--- src/hdl/pbd_pkg.sv ---
// Package for the pulse beat detector: codes, state types, constants and
// register layout shared by the detector's modules.
// Depends on nothing; compile it first.
package pbd_pkg;

    // Detector modes, in the order of the beat detector's life cycle.
    typedef enum logic [2:0] {
        MODE_INIT,
        MODE_WAITING,
        MODE_SLOPE,
        MODE_MAYBE,
        MODE_MASKING
    } mode_t;

    // Steps of the back-end sequencer.
    typedef enum logic [3:0] {
        ST_IDLE,
        ST_DC,
        ST_AC,
        ST_LP1,
        ST_LP2,
        ST_LP3,
        ST_SCALE,
        ST_DET,
        ST_LOWER,
        ST_FALL0,
        ST_FALL,
        ST_DECAY,
        ST_PER,
        ST_RATE0,
        ST_RATE,
        ST_OUT
    } seq_state_t;

    // Register indexes of the configuration port.
    localparam logic [2:0] REG_DC_ALPHA       = 3'd0;
    localparam logic [2:0] REG_MIN_THRESHOLD  = 3'd1;
    localparam logic [2:0] REG_MAX_THRESHOLD  = 3'd2;
    localparam logic [2:0] REG_STEP_MARGIN    = 3'd3;
    localparam logic [2:0] REG_INIT_HOLDOFF   = 3'd4;
    localparam logic [2:0] REG_MASK_HOLDOFF   = 3'd5;
    localparam logic [2:0] REG_LOST_TIMEOUT   = 3'd6;
    localparam logic [2:0] REG_SAMPLE_PERIOD  = 3'd7;

    localparam int ADDR_W = 5;
    localparam int DATA_W = 32;

    // Register values after reset.
    localparam logic [15:0] RST_DC_ALPHA      = 16'd62259;
    localparam logic [15:0] RST_MIN_THRESHOLD = 16'd20;
    localparam logic [15:0] RST_MAX_THRESHOLD = 16'd800;
    localparam logic [15:0] RST_STEP_MARGIN   = 16'd30;
    localparam logic [15:0] RST_INIT_HOLDOFF  = 16'd2000;
    localparam logic [15:0] RST_MASK_HOLDOFF  = 16'd200;
    localparam logic [15:0] RST_LOST_TIMEOUT  = 16'd2000;
    localparam logic [7:0]  RST_SAMPLE_PERIOD = 8'd43;

    typedef struct packed {
        logic [15:0] dc_alpha;
        logic [15:0] min_threshold;
        logic [15:0] max_threshold;
        logic [15:0] step_margin;
        logic [15:0] init_holdoff_ms;
        logic [15:0] masking_holdoff_ms;
        logic [15:0] lost_timeout_ms;
        logic [7:0]  sample_period_ms;
    } cfg_t;

    // Filter and detector constants (Q0.16 coefficients; SCALE_FACTOR is an integer).
    localparam logic signed [16:0] LP_GAIN      = 17'sd16072;
    localparam logic signed [16:0] LP_FEEDBACK  = 17'sd33392;
    localparam logic signed [16:0] DECAY_Q16    = 17'sd64881;
    localparam logic signed [12:0] SCALE_FACTOR = 13'sd4000;

    localparam int DC_W = 40;
    localparam logic [DC_W-1:0] DC_MAX = 40'h7F_FFFF_FFFF;

    localparam int FV_W   = 22;
    localparam int RATE_W = 10;
    localparam logic [RATE_W-1:0] RATE_MAX = 10'd1023;
    localparam logic [47:0] RATE_NUM = 48'd60000;

    // Shared divider sizes.
    localparam int DIV_NUM_W = 48;
    localparam int DIV_DEN_W = 32;

    localparam int Q_DEPTH = 4;

    typedef struct packed {
        logic                 start;
        logic [DIV_NUM_W-1:0] num;
        logic [DIV_DEN_W-1:0] den;
    } div_req_t;

    typedef struct packed {
        logic                 done;
        logic [DIV_NUM_W-1:0] quo;
    } div_rsp_t;

endpackage

--- src/hdl/pbd_divider.sv ---
// Shared unsigned divider of the detector, two quotient bits per cycle.
// Depends on pbd_pkg for the request and response structs.
module pbd_divider (
    input  logic              clk,
    input  logic              rst_n,
    input  pbd_pkg::div_req_t req,
    output pbd_pkg::div_rsp_t rsp
);
    import pbd_pkg::*;

    localparam int ITER  = DIV_NUM_W / 2;
    localparam int CNT_W = $clog2(ITER);

    logic                 busy_reg, busy_next;
    logic                 done_reg, done_next;
    logic [CNT_W-1:0]     cnt_reg, cnt_next;
    logic [DIV_NUM_W-1:0] num_reg, num_next;
    logic [DIV_NUM_W-1:0] quo_reg, quo_next;
    logic [DIV_DEN_W-1:0] den_reg, den_next;
    logic [DIV_DEN_W-1:0] rem_reg, rem_next;
    logic [DIV_DEN_W:0]   r1, r1s, r2, r2s;
    logic                 q1, q2;

    assign rsp.done = done_reg;
    assign rsp.quo  = quo_reg;

    // Two restoring steps per cycle.
    always_comb
    begin
        r1  = {rem_reg, num_reg[DIV_NUM_W-1]};
        q1  = (r1 >= {1'b0, den_reg});
        r1s = q1 ? r1 - {1'b0, den_reg} : r1;
        r2  = {r1s[DIV_DEN_W-1:0], num_reg[DIV_NUM_W-2]};
        q2  = (r2 >= {1'b0, den_reg});
        r2s = q2 ? r2 - {1'b0, den_reg} : r2;

        busy_next = busy_reg;
        done_next = 1'b0;
        cnt_next  = cnt_reg;
        num_next  = num_reg;
        quo_next  = quo_reg;
        den_next  = den_reg;
        rem_next  = rem_reg;
        if (req.start)
        begin
            busy_next = 1'b1;
            cnt_next  = '0;
            num_next  = req.num;
            den_next  = req.den;
            quo_next  = '0;
            rem_next  = '0;
        end
        else if (busy_reg)
        begin
            num_next = num_reg << 2;
            quo_next = {quo_reg[DIV_NUM_W-3:0], q1, q2};
            rem_next = r2s[DIV_DEN_W-1:0];
            cnt_next = cnt_reg + 1'b1;
            if (cnt_reg == CNT_W'(ITER - 1))
            begin
                busy_next = 1'b0;
                done_next = 1'b1;
            end
        end
    end

    always_ff @(posedge clk or negedge rst_n)
    begin
        if (!rst_n)
        begin
            busy_reg <= 1'b0;
            done_reg <= 1'b0;
            cnt_reg  <= '0;
        end
        else
        begin
            busy_reg <= busy_next;
            done_reg <= done_next;
            cnt_reg  <= cnt_next;
        end
    end

    always_ff @(posedge clk)
    begin
        num_reg <= num_next;
        quo_reg <= quo_next;
        den_reg <= den_next;
        rem_reg <= rem_next;
    end

endmodule

--- config.mk ---
export PLATFORM = sky130hd
export DESIGN_NAME = pbd_divider
export DESIGN_NICKNAME = d
export VERILOG_FILES = /design/src/hdl/pbd_pkg.sv /design/src/hdl/pbd_divider.sv
export SDC_FILE = /design/constraint.sdc
export NUM_CORES = 1
export LEC_CHECK = 0
export BUFFER_PORTS_ARGS = -buffer_cell sky130_fd_sc_hd__buf_2
export CORE_MARGIN = 4
export CORE_UTILIZATION = 61
export CTS_BUF_LIST = sky130_fd_sc_hd__clkbuf_8
export CTS_CLUSTER_SIZE = 10
export DETAILED_ROUTE_END_ITERATION = 10
export PLACE_DENSITY = 0.84
export SETUP_SLACK_MARGIN = 0.1
export SYNTH_ARGS = -nofsm -noshare
export SYNTH_HDL_FRONTEND = slang
export SYNTH_SLANG_ARGS = --single-unit
--- constraint.sdc ---
create_clock -name clk -period 6.8 [get_ports clk]
set_input_delay 0.34 -clock clk [delete_from_list [all_inputs] [get_ports clk]]
set_output_delay 0.34 -clock clk [all_outputs]
set_load 0.05 [all_outputs]
* Word level (Yosys, flattened, before mapping)
Index checks and enable logic that the tools add are counted.
Cells by class: shift operators 0, multiply operators 0, add/subtract/negate cells 3, equal/unequal tests 1, muxes and demuxes 12, bitwise logic cells 0, divide/modulo/power cells 0, reductions and logical operators 1, magnitude comparators 2
Operators with widths (number):
- $mux 48 | 2
- $ge 33x32->1 | 2
- $mux 32 | 2
- $sub 32x32->32 | 2
- $mux 5 | 2
- $mux 1 | 6
- $add 5x1->5 const B | 1
- $eq 5x5->1 const B | 1
- $reduce_bool 2->1 | 1
Word-level totals: latch bits 0, memories 0, memory bits (writable) 0, bits in read-only memories 0, logic and storage cells 26, flip-flop bits (word level) 167, bits of input ports 83

* Depth between registers and ports, before layout
word-level depth 4, depth in mapped cells 28, mapped depth without buffers 22

* Worst setup path after synthesis
No wires, ideal clock.
kind register -> register, start point reg den_reg[21], end point reg rem_reg[23], required time 6.714 ns, path slack 1.446 ns, clock period less this slack 5.354 ns, arrival 5.268 ns, stages on the path, launching flop included 29, path buffers 7, path through edfxtp_1 > inv_1 > ha_1 > clkbuf_1 > a21oi_1 > o211ai_1 > a21boi_0 > o311ai_1 > nor3b_1 > or2_1 > buf_6 > clkbuf_1 > clkbuf_1 > nand2_1 > o21ai_0 > ha_1 > clkbuf_1 > o21ai_0 > nor2_1 > o31a_1 > o41ai_2 > nand2_1 > a21oi_1 > o21ai_1 > or2_1 > buf_6 > buf_4 > mux2i_1 > a211oi_1
Between the ends: word-level cells in the longest chain between the ends 4, elaborated cells on any way between the ends 6, classes of those cells add/sub: 2; order compare: 2; mux: 2
RTL lines:
- start, declared | line pbd_divider.sv:19 | logic [DIV_DEN_W-1:0] den_reg, den_next;
- start signal, assigned | line pbd_divider.sv:87 | den_reg <= den_next;
- $sub 32x32->32 / $ge 33x32->1 (equally long branches) | line pbd_divider.sv:32, pbd_divider.sv:31
- $mux 32 | line pbd_divider.sv:32 | r1s = q1 ? r1 - {1'b0, den_reg} : r1;
- $sub 32x32->32 / $ge 33x32->1 (equally long branches) | line pbd_divider.sv:35, pbd_divider.sv:34
- $mux 32 (*) | line pbd_divider.sv:35 | r2s = q2 ? r2 - {1'b0, den_reg} : r2;
- end signal, assigned | line pbd_divider.sv:88 | rem_reg <= rem_next;
- end, declared | line pbd_divider.sv:20 | logic [DIV_DEN_W-1:0] rem_reg, rem_next;
Every way passes the cells marked *; elsewhere a longest branch is shown, timed or not. A chain may end at the register's enable or synchronous reset.

* Worst setup path after layout
start point reg den_reg[6], end point reg rem_reg[30]
Same word-level chain as after synthesis.

==> impl_metrics.csv <==
group,metric,value,unit
timing,max-slew-margin-rel,0.212,
worst_setup_path,critPathLaunchType,"register",
min_path,hold_class,"primary input to register",
floorplanning,core,16100,µm²
synthesis,synth_edf_count,80,
drt,drt-initial-drc-count,590,
cts,cts_buffers,17,
layout,antennaDiodeCount,0,
timing,finalHoldViolCount,0,
placed_design,port_buffers,131,
floorplanning,dieWidth,137,µm
cts,clk_path_buf_depth,2,
cts,cts_tree,"yes",
layout,fin_area,11300,µm²
timing,fin_crit_sh,0.913,
layout,final_cell_mix,"130 x buf_2, 123 x nor2_1, 80 x edfxtp_1, 80 x dfxtp_1, 77 x nand2_1",
worst_setup_path,crit_required,7.16,ns
synthesis,ys_ff_latch,167,
layout,syn2layout_area_growth,11.4,%
power_and_ir_drop,finalPower,3.11,mW
timing,tightest_slew,1.18,ns
placed_design,place_area,10900,µm²
layout,layoutNonFillerInstCount,1386,
power_and_ir_drop,power.leakage,5.29,nW
cts,cts_max_level,4,
floorplanning,ios,132,
drt,firstDrtPassIters,8,
timing,rsz0062_at_grt,"no",
worst_setup_path,rrSetupSlack,0.59,ns
layout,final.fill_count,1219,
global_route,grt_use_total,0.260,
placed_design,dp_cells,1353,
timing,fin_crit,6.21,ns
synthesis,ys.flop_type,"edfxtp_1",
timing,timing.final.ws_setup,0.591,ns
power_and_ir_drop,power_density,274,nW/µm²
power_and_ir_drop,peakVddDrop,0.207,mV
synthesis,yosysSeqAreaShare,0.410,
synthesis,synthTopCellsByArea,"edfxtp_1 24%, dfxtp_1 16%, ha_1 8.0%, mux2i_1 7.4%, mux2_2 5.4%",
floorplanning,dieHeight,137,µm
placed_design,dpl_worst_slack,0.426,ns
synthesis,synth_area,10200,µm²
synthesis,syn_area_per_cell,9.70,µm²
synthesis,synth_largest_area_cell,"edfxtp_1",
job,maxCapViolations,0,
cts,clock-root-buffer,"clkbuf_8",
timing,fmax,161,MHz
worst_setup_path,worstPathMaxFanout,36,
worst_setup_path,critPathCaptureType,"register",
global_route,grt_pass1_wl,39000,µm
drt,wl_per_cell,17.1,µm
drt,ant_nets,0,
drt,drcViolationCount,0,
timing,setup_tns,0,ns
placed_design,gp_congestion,0.931,
timing,fin_worst_skew,0.0211,ns
floorplanning,start_util,0.632,
global_route,grt.overflow.total,0,
cts,cts_setup_buffers,0,
timing,setup_viol,0,
placed_design,hpwlAfterDp,17100,µm
drt,totalWireLength,23700,µm
synthesis,synth_top_area_frac,0.236,
global_route,grt_pass1_vias,8050,
layout,mostFrequentLayoutCell,"buf_2",
floorplanning,row_count,46,
synthesis,netlist_instances,1050,
floorplanning,die-area,18800,µm²
synthesis,async_flop_share,0.0419,
cts,clk_pin_slew,0.12,ns
worst_setup_path,crit_arrival,6.57,ns
synthesis,netlist-cell-type-count,68,
drt,vias,8169,
cts,insertion_delay,0.48,ns
synthesis,yosys_warnings,0,
layout,nets,1307,
global_route,antenna_found_initial,4,
timing,drv_slew,0,
synthesis,synth_nets,1200,
layout,drive_gt1_frac,0.199,
run_status,status,"finished, final reports clean",
global_route,grt_max_degree,96,
worst_setup_path,critPathKind,"register to register",
cts,cts_sinks,167,
drt,via_per_inst,5.89,
area by class of cell:
class / instances / area (µm²) / area share
repair buffers: 136 / 702 / 0.0619
clock buffers: 17 / 234 / 0.0206
flip-flops and latches: 167 / 4180 / 0.369
inverters: 49 / 184 / 0.0162
clock inverters: 15 / 158 / 0.0139
well taps: 216 / 270 / 0.0238
multi-input cells: 786 / 5620 / 0.495
final timing paths:
kind,startpoint,endpoint,depth (start not counted)
max,den_reg[6],rem_reg[30],20
min,req[1],den_reg[1],1
max reg2reg,den_reg[6],rem_reg[30],20
min reg2reg,rem_reg[1],rem_reg[1],2
max in group asynchronous,rst_n,busy_reg,2
min in group asynchronous,rst_n,busy_reg,2
power by group:
group / internal [mW] / total [mW] / switching [mW]
registers: 1.15 / 1.21 / 0.0598
clock network: 0.276 / 0.705 / 0.429
logic: 0.506 / 1.19 / 0.683
total: 1.93 / 3.11 / 1.17
cell usage after synthesis (all sizes together) (4+ instances only):
master and instances:
a211o 6, a211oi 31, a21o 22, a21oi 53
a311oi 6, and3 4, buf 16, clkbuf 32
dfrtp 7, dfxtp 80, edfxtp 80, ha 65
inv 49, mux2 51, mux2i 75, nand2 77
nand2b 12, nand3 17, nand4 11, nor2 123
nor2b 5, nor3 15, nor3b 5, o211ai 6
o21a 11, o21ai 65, o21bai 6, o22ai 5
o31ai 5, or2 5, or3 4, xnor2 34
xor2 23
cell families (layout without fill, tap and decap cells):
| group | after synthesis | count (layout) | synth area share |
|---|---|---|---|
| buffers and inverters | 97 | 217 | 0.0385 |
| adders and majority gates | 67 | 67 | 0.0838 |
| muxes | 126 | 126 | 0.131 |
| and+or+nand+nor | 294 | 294 | 0.132 |
| AOI/OAI and AO/OA | 242 | 242 | 0.155 |
| xor gates and xnor gates | 57 | 57 | 0.0490 |
| DFF | 167 | 167 | 0.410 |
through the flow:
step	hold slack (ns)	utilization
3_3_place_gp	0.179	0.679
4_1_cts	0.00564	0.704
6_report	0.0272	0.704
3_5_place_dp	0.181	0.679
2_1_floorplan	0.0444	-
5_1_grt	0.00766	0.704
critical path, cell delays in order, from the launching register on:
cell and delay (ns):
edfxtp_1 0.38, inv_1 0.10, ha_1 0.29, a21o_1 0.22, a21oi_1 0.25, o21ai_0 0.16
o21ai_0 0.29, nor3b_1 0.34, or2_4 0.45, o21ai_0 0.21, ha_1 0.50, nand2_1 0.12
or2_2 0.31, nor4b_1 0.63, o211ai_1 0.26, a311oi_1 0.53, a21oi_1 0.19, o21ai_0 0.31
a21oi_1 0.14, xnor2_1 0.14, a211o_1 0.25
metal layers:
layer	routed length, µm	vias to the layer above	global-route usage	part of all wire
li1	-	4043	-	-
met1	10000	3784	0.326	0.42
met2	11100	279	0.427	0.47
met3	1990	55	0.0888	0.084
met4	561	8	0.0787	0.024
met5	43	-	0	0.0018
repair_timing:
| item | in CTS | in global routing |
|---|---|---|
| endpoints found under the setup margin | 0 | 33 |
| hold endpoints to repair | 7 | 0 |
| hold buffers | 1 | 0 |
| resized for setup | 0 | 2 |
Note: power is estimated with default switching activity, not from simulation.
