## src/hdl/pbd_pkg.sv

```systemverilog
// Package for the pulse beat detector: codes, state types, constants and
// register layout shared by the detector's modules.
// Depends on nothing; compile it first.
package pbd_pkg;

    // Detector modes, in the order of the beat detector's life cycle.
    typedef enum logic [2:0] {
        MODE_INIT,
        MODE_WAITING,
        MODE_SLOPE,
        MODE_MAYBE,
        MODE_MASKING
    } mode_t;

    // Steps of the back-end sequencer.
    typedef enum logic [3:0] {
        ST_IDLE,
        ST_DC,
        ST_AC,
        ST_LP1,
        ST_LP2,
        ST_LP3,
        ST_SCALE,
        ST_DET,
        ST_LOWER,
        ST_FALL0,
        ST_FALL,
        ST_DECAY,
        ST_PER,
        ST_RATE0,
        ST_RATE,
        ST_OUT
    } seq_state_t;

    // Register indexes of the configuration port.
    localparam logic [2:0] REG_DC_ALPHA       = 3'd0;
    localparam logic [2:0] REG_MIN_THRESHOLD  = 3'd1;
    localparam logic [2:0] REG_MAX_THRESHOLD  = 3'd2;
    localparam logic [2:0] REG_STEP_MARGIN    = 3'd3;
    localparam logic [2:0] REG_INIT_HOLDOFF   = 3'd4;
    localparam logic [2:0] REG_MASK_HOLDOFF   = 3'd5;
    localparam logic [2:0] REG_LOST_TIMEOUT   = 3'd6;
    localparam logic [2:0] REG_SAMPLE_PERIOD  = 3'd7;

    localparam int ADDR_W = 5;
    localparam int DATA_W = 32;

    // Register values after reset.
    localparam logic [15:0] RST_DC_ALPHA      = 16'd62259;
    localparam logic [15:0] RST_MIN_THRESHOLD = 16'd20;
    localparam logic [15:0] RST_MAX_THRESHOLD = 16'd800;
    localparam logic [15:0] RST_STEP_MARGIN   = 16'd30;
    localparam logic [15:0] RST_INIT_HOLDOFF  = 16'd2000;
    localparam logic [15:0] RST_MASK_HOLDOFF  = 16'd200;
    localparam logic [15:0] RST_LOST_TIMEOUT  = 16'd2000;
    localparam logic [7:0]  RST_SAMPLE_PERIOD = 8'd43;

    typedef struct packed {
        logic [15:0] dc_alpha;
        logic [15:0] min_threshold;
        logic [15:0] max_threshold;
        logic [15:0] step_margin;
        logic [15:0] init_holdoff_ms;
        logic [15:0] masking_holdoff_ms;
        logic [15:0] lost_timeout_ms;
        logic [7:0]  sample_period_ms;
    } cfg_t;

    // Filter and detector constants (Q0.16 coefficients; SCALE_FACTOR is an integer).
    localparam logic signed [16:0] LP_GAIN      = 17'sd16072;
    localparam logic signed [16:0] LP_FEEDBACK  = 17'sd33392;
    localparam logic signed [16:0] DECAY_Q16    = 17'sd64881;
    localparam logic signed [12:0] SCALE_FACTOR = 13'sd4000;

    localparam int DC_W = 40;
    localparam logic [DC_W-1:0] DC_MAX = 40'h7F_FFFF_FFFF;

    localparam int FV_W   = 22;
    localparam int RATE_W = 10;
    localparam logic [RATE_W-1:0] RATE_MAX = 10'd1023;
    localparam logic [47:0] RATE_NUM = 48'd60000;

    // Shared divider sizes.
    localparam int DIV_NUM_W = 48;
    localparam int DIV_DEN_W = 32;

    localparam int Q_DEPTH = 4;

    typedef struct packed {
        logic                 start;
        logic [DIV_NUM_W-1:0] num;
        logic [DIV_DEN_W-1:0] den;
    } div_req_t;

    typedef struct packed {
        logic                 done;
        logic [DIV_NUM_W-1:0] quo;
    } div_rsp_t;

endpackage

```

## src/hdl/pbd_if.sv

```systemverilog
// Handshake channels of the pulse beat detector: sample items in, result
// items out. Depends on pbd_pkg for the result field widths.
interface pbd_in_if #(
    parameter int SAMPLE_BITS = 16
);
    logic                   valid;
    logic                   ready;
    logic [SAMPLE_BITS-1:0] ir_sample;
    logic [31:0]            time_ms;

    modport source (output valid, output ir_sample, output time_ms, input ready);
    modport sink   (input valid, input ir_sample, input time_ms, output ready);
endinterface


```

## src/hdl/pbd_queue.sv

```systemverilog
// Front end of the detector: a short FIFO that takes sample items from the
// input channel and hands them to the back end. Depends on pbd_pkg, pbd_if.
module pbd_queue #(
    parameter int SAMPLE_BITS = 16
) (
    input  logic                   clk,
    input  logic                   rst_n,
    pbd_in_if.sink                 sample_ch,
    output logic                   item_valid,
    input  logic                   item_pop,
    output logic [SAMPLE_BITS-1:0] item_sample,
    output logic [31:0]            item_time
);
    import pbd_pkg::*;

    localparam int PTR_W = $clog2(Q_DEPTH);
    localparam int W     = SAMPLE_BITS + 32;

    logic [W-1:0]     mem_reg [Q_DEPTH];
    logic [PTR_W-1:0] wr_ptr_reg, wr_ptr_next;
    logic [PTR_W-1:0] rd_ptr_reg, rd_ptr_next;
    logic [PTR_W:0]   count_reg, count_next;
    logic             push, pop;

    assign sample_ch.ready = (count_reg != (PTR_W+1)'(Q_DEPTH));
    assign item_valid      = (count_reg != '0);
    assign push            = sample_ch.valid && sample_ch.ready;
    assign pop             = item_pop && item_valid;
    assign {item_time, item_sample} = mem_reg[rd_ptr_reg];

    // Pointer and fill count update.
    always_comb
    begin
        wr_ptr_next = push ? wr_ptr_reg + 1'b1 : wr_ptr_reg;
        rd_ptr_next = pop ? rd_ptr_reg + 1'b1 : rd_ptr_reg;
        count_next  = count_reg + (PTR_W+1)'(push) - (PTR_W+1)'(pop);
    end

    always_ff @(posedge clk or negedge rst_n)
    begin
        if (!rst_n)
        begin
            wr_ptr_reg <= '0;
            rd_ptr_reg <= '0;
            count_reg  <= '0;
        end
        else
        begin
            wr_ptr_reg <= wr_ptr_next;
            rd_ptr_reg <= rd_ptr_next;
            count_reg  <= count_next;
        end
    end

    // Item storage.
    always_ff @(posedge clk)
    begin
        if (push)
        begin
            mem_reg[wr_ptr_reg] <= {sample_ch.time_ms, sample_ch.ir_sample};
        end
    end

endmodule

```

## src/flat_wrapper.sv

```systemverilog
// flat-port wrapper written by rule: the top's interface ports become plain ports
module pbd_queue_flat import pbd_pkg::*;
#(
    parameter int SAMPLE_BITS = 16
)
  (clk, rst_n, item_valid, item_pop, item_sample, item_time, sample_ch_valid, sample_ch_ir_sample, sample_ch_time_ms, sample_ch_ready);
  pbd_in_if #(.SAMPLE_BITS(SAMPLE_BITS)) sample_ch_i ();
  input  logic clk;
  input  logic rst_n;
  output logic item_valid;
  input  logic item_pop;
  output logic [SAMPLE_BITS-1:0] item_sample;
  output logic [31:0] item_time;
  input wire logic [$bits(sample_ch_i.valid)-1:0] sample_ch_valid;
  input wire logic [$bits(sample_ch_i.ir_sample)-1:0] sample_ch_ir_sample;
  input wire logic [$bits(sample_ch_i.time_ms)-1:0] sample_ch_time_ms;
  output wire logic [$bits(sample_ch_i.ready)-1:0] sample_ch_ready;
  assign sample_ch_i.valid = sample_ch_valid;
  assign sample_ch_i.ir_sample = sample_ch_ir_sample;
  assign sample_ch_i.time_ms = sample_ch_time_ms;
  assign sample_ch_ready = sample_ch_i.ready;
  pbd_queue #(.SAMPLE_BITS(SAMPLE_BITS)) u_core (.clk(clk), .rst_n(rst_n), .sample_ch(sample_ch_i), .item_valid(item_valid), .item_pop(item_pop), .item_sample(item_sample), .item_time(item_time));
endmodule
```

## config.mk

```make
export PLATFORM = sky130hd
export DESIGN_NAME = pbd_queue_flat
export DESIGN_NICKNAME = d
export VERILOG_FILES = /design/src/hdl/pbd_pkg.sv /design/src/hdl/pbd_if.sv /design/src/hdl/pbd_queue.sv /design/src/flat_wrapper.sv
export SDC_FILE = /design/constraint.sdc
export NUM_CORES = 1
export LEC_CHECK = 0
export BUFFER_PORTS_ARGS = -buffer_cell sky130_fd_sc_hd__clkbuf_2
export CAP_MARGIN = 20
export CORE_ASPECT_RATIO = 0.8
export CORE_MARGIN = 3
export CORE_UTILIZATION = 45
export CTS_BUF_LIST = sky130_fd_sc_hd__clkbuf_8 sky130_fd_sc_hd__clkbuf_16
export CTS_CLUSTER_DIAMETER = 120
export DETAILED_ROUTE_END_ITERATION = 6
export PLACE_DENSITY = 0.73
export SLEW_MARGIN = 40
export SYNTH_ARGS = -nofsm -noshare
export SYNTH_HDL_FRONTEND = slang
export SYNTH_SLANG_ARGS = --single-unit
```

## constraint.sdc

```tcl
create_clock -name clk -period 3.1 [get_ports clk]
set_clock_uncertainty 0.05 [all_clocks]
set_input_delay 0.31 -clock clk [delete_from_list [all_inputs] [get_ports clk]]
set_output_delay 0.31 -clock clk [all_outputs]
set_load 0.01 [all_outputs]
```

# --- Yosys cells after proc, flatten, opt, wreduce, memory -nomap -nowiden ---
# Memories as Yosys holds them, arrays and structs flattened.
# Cells that the tools add are included.
op_classes:
  mux: 2
  n_addsub: 4
  reduce_logical: 3
  eq_ne: 1
op_table:
  columns: ["cell", "n"]
  rows:
  - ["adder 2 x 1 -> 2 bit, second input constant", 2]
  - ["adder 3 x 1 -> 3 bit", 1]
  - ["!= test 3 bit, second input constant", 1]
  - ["nonzero test 3 bit", 1]
  - ["subtractor 3 x 1 -> 3 bit", 1]
  - ["logical AND 1 bit", 2]
  - ["two-way mux 1 bit", 2]
word_totals:
  word_cells: 14
  n_memories: 1
  output_inout_bits: 50
  ramBits: 192
  ff_bits: 7
  input_bits: 52
mem_list:
  columns: ["memory", "depth", "word_bits", "read_ports", "rd_clocked_by_memory_dff", "write_ports", "line", "rtl"]
  rows:
  - ["u_core.mem_reg", 4, 48, 1, 0, 1, "pbd_queue.sv:19", "logic [W-1:0] mem_reg [Q_DEPTH];"]

# --- Longest topological paths before layout ---
logic_depth:
  depth_word: 4
  depth_mapped: 8
  ltp_nobuf: 8

# --- Least setup slack after synthesis ---
# OpenSTA, ideal clock, no wires.
synth_timing:
  path_kind: "register to register"
  startpoint: "register u_core.count_reg[2]"
  endpoint: "memory u_core.mem_reg[0][0] (netlist bit), enable pin"
  arrival_ps: 1886
  setup_slack_ps: 754
  n_path_buf: 0
  stages_incl_launch_ff: 3
  setup_ps: 411
  period_less_slack_ps: 2346
  t_required_ps: 2639
  cell_sequence: "dfrtp_1 nor3b_2 and3b_1"
synth_via:
  elab_chain_cells: 4
synth_lines:
  columns: ["element", "line", "rtl"]
  rows:
  - ["from (decl)", "pbd_queue.sv:22", "logic [PTR_W:0] count_reg, count_next;"]
  - ["from (signal assigned)", "pbd_queue.sv:51", "count_reg <= count_next;"]
  - ["!= test 3 bit", "pbd_queue.sv:25", "assign sample_ch.ready = (count_reg != (PTR_W+1)'(Q_DEPTH));"]
  - ["logical AND 1 bit", "pbd_queue.sv:27", "assign push = sample_ch.valid && sample_ch.ready;"]
  - ["two-way mux 1 bit", "pbd_queue.sv:58", "if (push)"]
  - ["two-way mux 1 bit (implied by the code)", "pbd_queue.sv:60", "mem_reg[wr_ptr_reg] <= {sample_ch.time_ms, sample_ch.ir_sample};"]
  - ["to (decl)", "pbd_queue.sv:19", null]
# No other way between the ends.

# --- Worst setup path in the final report ---
layout_timing:
  startpoint: "register u_core.rd_ptr_reg[0]"
  endpoint: "output port item_sample[10]"
layout_via:
  elab_chain_cells: 1
layout_lines:
  columns: ["element", "line", "rtl"]
  rows:
  - ["from (decl)", "pbd_queue.sv:21", "logic [PTR_W-1:0] rd_ptr_reg, rd_ptr_next;"]
  - ["from (signal assigned)", "pbd_queue.sv:50", "rd_ptr_reg <= rd_ptr_next;"]
  - ["memory read (4 x 48 bit)", null, null]
  - ["to (decl)", "flat_wrapper.sv:12", "output logic [SAMPLE_BITS-1:0] item_sample;"]
# No other way between the ends.

==> run_results.csv <==
group,metric,value,unit
run_status,status,"finished, final reports clean",
critical_path,cp.arrival,2.20,ns
cells_and_area,ff_latch_area,5950,µm²
clock_network,clkLatencyLatePin,0.42,ns
critical_path,start_kind,"register",
timing,setup_violations,0,
placement,dp_hpwl,8.00,mm
power_and_ir_drop,pwr-share-seq,0.471,
logic_synthesis,yosysSeqAreaShare,0.797,
route,via_per_inst,5.31,
cells_and_area,multi_input_comb_area,1360,µm²
logic_synthesis,syn_inst,293,
timing,worstMarginPinSlew,0.741,ns
placement,gp_congestion,0.714,
clock_network,cts-root-buf,"clkbuf_16",
route,antenna_left,0,
grt,grt_max_degree,37,
cells_and_area,n_fill_cell,1263,
clock_network,post_cts_buffers,0,
logic_synthesis,syn_area,7450,µm²
route,wl_per_cell,20.3,µm
power_and_ir_drop,clockPowerShare,0.246,
logic_synthesis,synth_xor_area_frac,0.00470,
clock_network,numCtsBuffers,17,
critical_path,cpMaxStageDelayCell,"dfrtp_4",
floorplan,row_count,41,
logic_synthesis,synth.top_cell.area_share,0.773,
clock_network,cts_tree,"built",
logic_synthesis,synth_area_leaders,"edfxtp_1, mux4_2, dfrtp_1, buf_12, ha_1",
cells_and_area,final_core_util,0.546,
logic_synthesis,synth_top_area_cell,"edfxtp_1",
clock_network,cts_hold_repair.buffers,1,
cells_and_area,diodes,0,
route,drc,0,
timing,finalCriticalPeriod,2.56,ns
logic_synthesis,synth-simple-area-share,0.0141,
min_path,hold_class,"input port to register",
cells_and_area,layoutNonFillerInstCount,638,
placement,post_dp_cell_area,8190,µm²
critical_path,critical_path_class,"register to output port",
job,maxCapViolCount,0,
clock_network,cts_max_level,4,
critical_path,worstPathCellList,"buf_12 > mux4_2 > clkbuf_2",
route,vias,3385,
floorplan,initial_core_util,0.466,
clock_network,cts_sinks,199,
timing,rsz0062_at_grt,"no",
logic_synthesis,synth_fa_ha_area_frac,0.0128,
logic_synthesis,synth_top_family_by_area,"multiplexers",
timing,max_slew_margin,0.506,
timing,fmax,391,MHz
power_and_ir_drop,leakage,0.00302,µW
floorplan,dieHeight,121,µm
clock_network,clk_path_buf_depth,2,
placement,dp.cells,605,
logic_synthesis,synth_compound_area_frac,0.00436,
grt,antenna_found_initial,0,
clock_network,cts_repair_resize_count,0,
route,dr.pass1.iters,4,
critical_path,slowest_delay,0.73,ns
logic_synthesis,synthMuxAreaShare,0.145,
power_and_ir_drop,switchingPower,2470,µW
logic_synthesis,synth-seq-cells,199,
placement,port-buffer-count,101,
logic_synthesis,synth.net_count,352,
logic_synthesis,ys_types,22,
cells_and_area,final_area,8740,µm²
grt,track_usage,0.153,
floorplan,die_w,150,µm
power_and_ir_drop,irDropWorstVdd,414,µV
critical_path,critPathMaxFanout,30,
cells_and_area,final_nets,469,
grt,grt.overflow.total,0,
timing,setup_tns,0,ns
route,drt_wl_total,12.9,mm
timing,hold_viol,0,
floorplan,core_area,16000,µm²
route,first_iter_violations,318,
power_and_ir_drop,p_int,5740,µW
floorplan,num_io_pins,102,
timing,fin_crit_sh,0.826,
critical_path,cp-end-kind,"output port",
cells_and_area,syn2layout_area_growth,17.3,%
floorplan,die-area,18200,µm²
grt,grt_pass1_wl,20.5,mm
clock_network,cts.clk_slew.worst_paths,0.07,ns
logic_synthesis,avgSynthCellArea,25.4,µm²
power_and_ir_drop,power.share.switching,0.301,
critical_path,cp.required,2.74,ns
power_and_ir_drop,p_per_area,939,nW/µm²
timing,slew_viol_final,0,
cells_and_area,largest_register_ffs,192,
cells_and_area,drive_above_1_share,0.456,
power_and_ir_drop,combPwrFrac,0.283,
logic_synthesis,yosysWarnings,0,
grt,grt_pass1_vias,3619,
==> per-layer routing <==
layer	up-vias	wire length, µm	track usage
met5	-	0	0
met3	14	887	0.0463
li1	1478	-	-
met1	1774	5920	0.219
met4	0	175	0.0463
met2	119	5960	0.231
==> final cells by class <==
| type | count | area share |
|---|---|---|
| sequential | 199 | 0.680 |
| multi-input combinational | 76 | 0.155 |
| timing repair buffer | 109 | 0.0693 |
| clock buffer | 17 | 0.0486 |
| tap | 215 | 0.0308 |
| clock inverter | 15 | 0.0133 |
| inverter | 7 | 0.00300 |
==> critical path, delay by kind of cell (launching register included) <==
kind | cells | cell delay (ns)
mux | 1 | 0.56
flops | 1 | 0.73
buf+inv | 2 | 0.47
==> Yosys cell counts <==
library cell	n
and3b_1	4
buf_12	5
buf_2	4
buf_4	1
buf_6	1
dfrtp_1	7
edfxtp_1	192
fa_1	1
ha_1	6
inv_1	7
mux4_2	48
nand2_1	1
nand2b_1	3
nand4bb_1	2
nor2b_1	1
nor3b_2	1
o211ai_1	2
o311ai_0	1
o31a_1	1
or3_1	1
xnor2_1	3
xor2_1	1
==> cells in the final DEF, fill, tap and decap left out, drive strengths merged <==
| master | synthesis | routed |
|---|---|---|
| edfxtp | 192 | 192 |
| clkbuf | 0 | 118 |
| mux4 | 48 | 48 |
| inv | 7 | 15 |
| dfrtp | 7 | 7 |
| buf | 11 | 7 |
| ha | 6 | 6 |
| and3b | 4 | 4 |
| clkinv | 0 | 4 |
| xnor2 | 3 | 3 |
| nand2b | 3 | 3 |
| clkinvlp | 0 | 3 |
| nand4bb | 2 | 2 |
| o211ai | 2 | 2 |
| o31a | 1 | 1 |
| nor3b | 1 | 1 |
| nor2b | 1 | 1 |
| or3 | 1 | 1 |
| xor2 | 1 | 1 |
| o311ai | 1 | 1 |
| nand2 | 1 | 1 |
| fa | 1 | 1 |
| dlygate4sd3 | 0 | 1 |
==> logic make-up after synthesis <==
logic type      Yosys count
flops                   199
mux                      48
xor+xnor                  4
fa+ha+maj                 7
simple gates             13
buf+inv                  18
compound gates            4
==> worst paths after layout <==
| check | startpoint | endpoint | slack (ns) | depth (start not counted) |
|---|---|---|---|---|
| setup reg to reg | u_core.count_reg[2] | u_core.mem_reg[0][24] | 0.82 | 3 |
| max in group asynchronous | rst_n | u_core.rd_ptr_reg[1] | 2.58 | 2 |
| hold reg to reg | u_core.wr_ptr_reg[1] | u_core.wr_ptr_reg[1] | 0.57 | 2 |
| setup / recovery | u_core.rd_ptr_reg[0] | item_sample[10] | 0.54 | 3 |
| hold / removal | sample_ch_time_ms[21] | u_core.mem_reg[1][37] | 0.05 | 1 |
| min in group asynchronous | rst_n | u_core.count_reg[0] | 0.24 | 2 |
==> metrics by stage <==
| step | hold WS (ns) | total power (µW) | setup WS [ns] |
|---|---|---|---|
| 2_1_floorplan | -0.0356 | 5510 | 0.754 |
| 3_3_place_gp | 0.107 | 6250 | 0.848 |
| 3_5_place_dp | 0.115 | 6320 | 0.769 |
| 4_1_cts | 0.0283 | 8350 | 0.455 |
| 5_1_grt | 0.0364 | 8680 | 0.363 |
| 6_report | 0.0498 | 8210 | 0.540 |
==> power by group through the flow <==
stage	Clock, µW	Sequential [µW]	Combinational [µW]
after floorplan	0	3730	1780
after global placement	0	3900	2350
after detailed placement	0	3940	2390
after CTS	2070	3880	2390
after global routing	2190	3940	2550
final	2020	3870	2320
(Power assumes the default switching activity.)
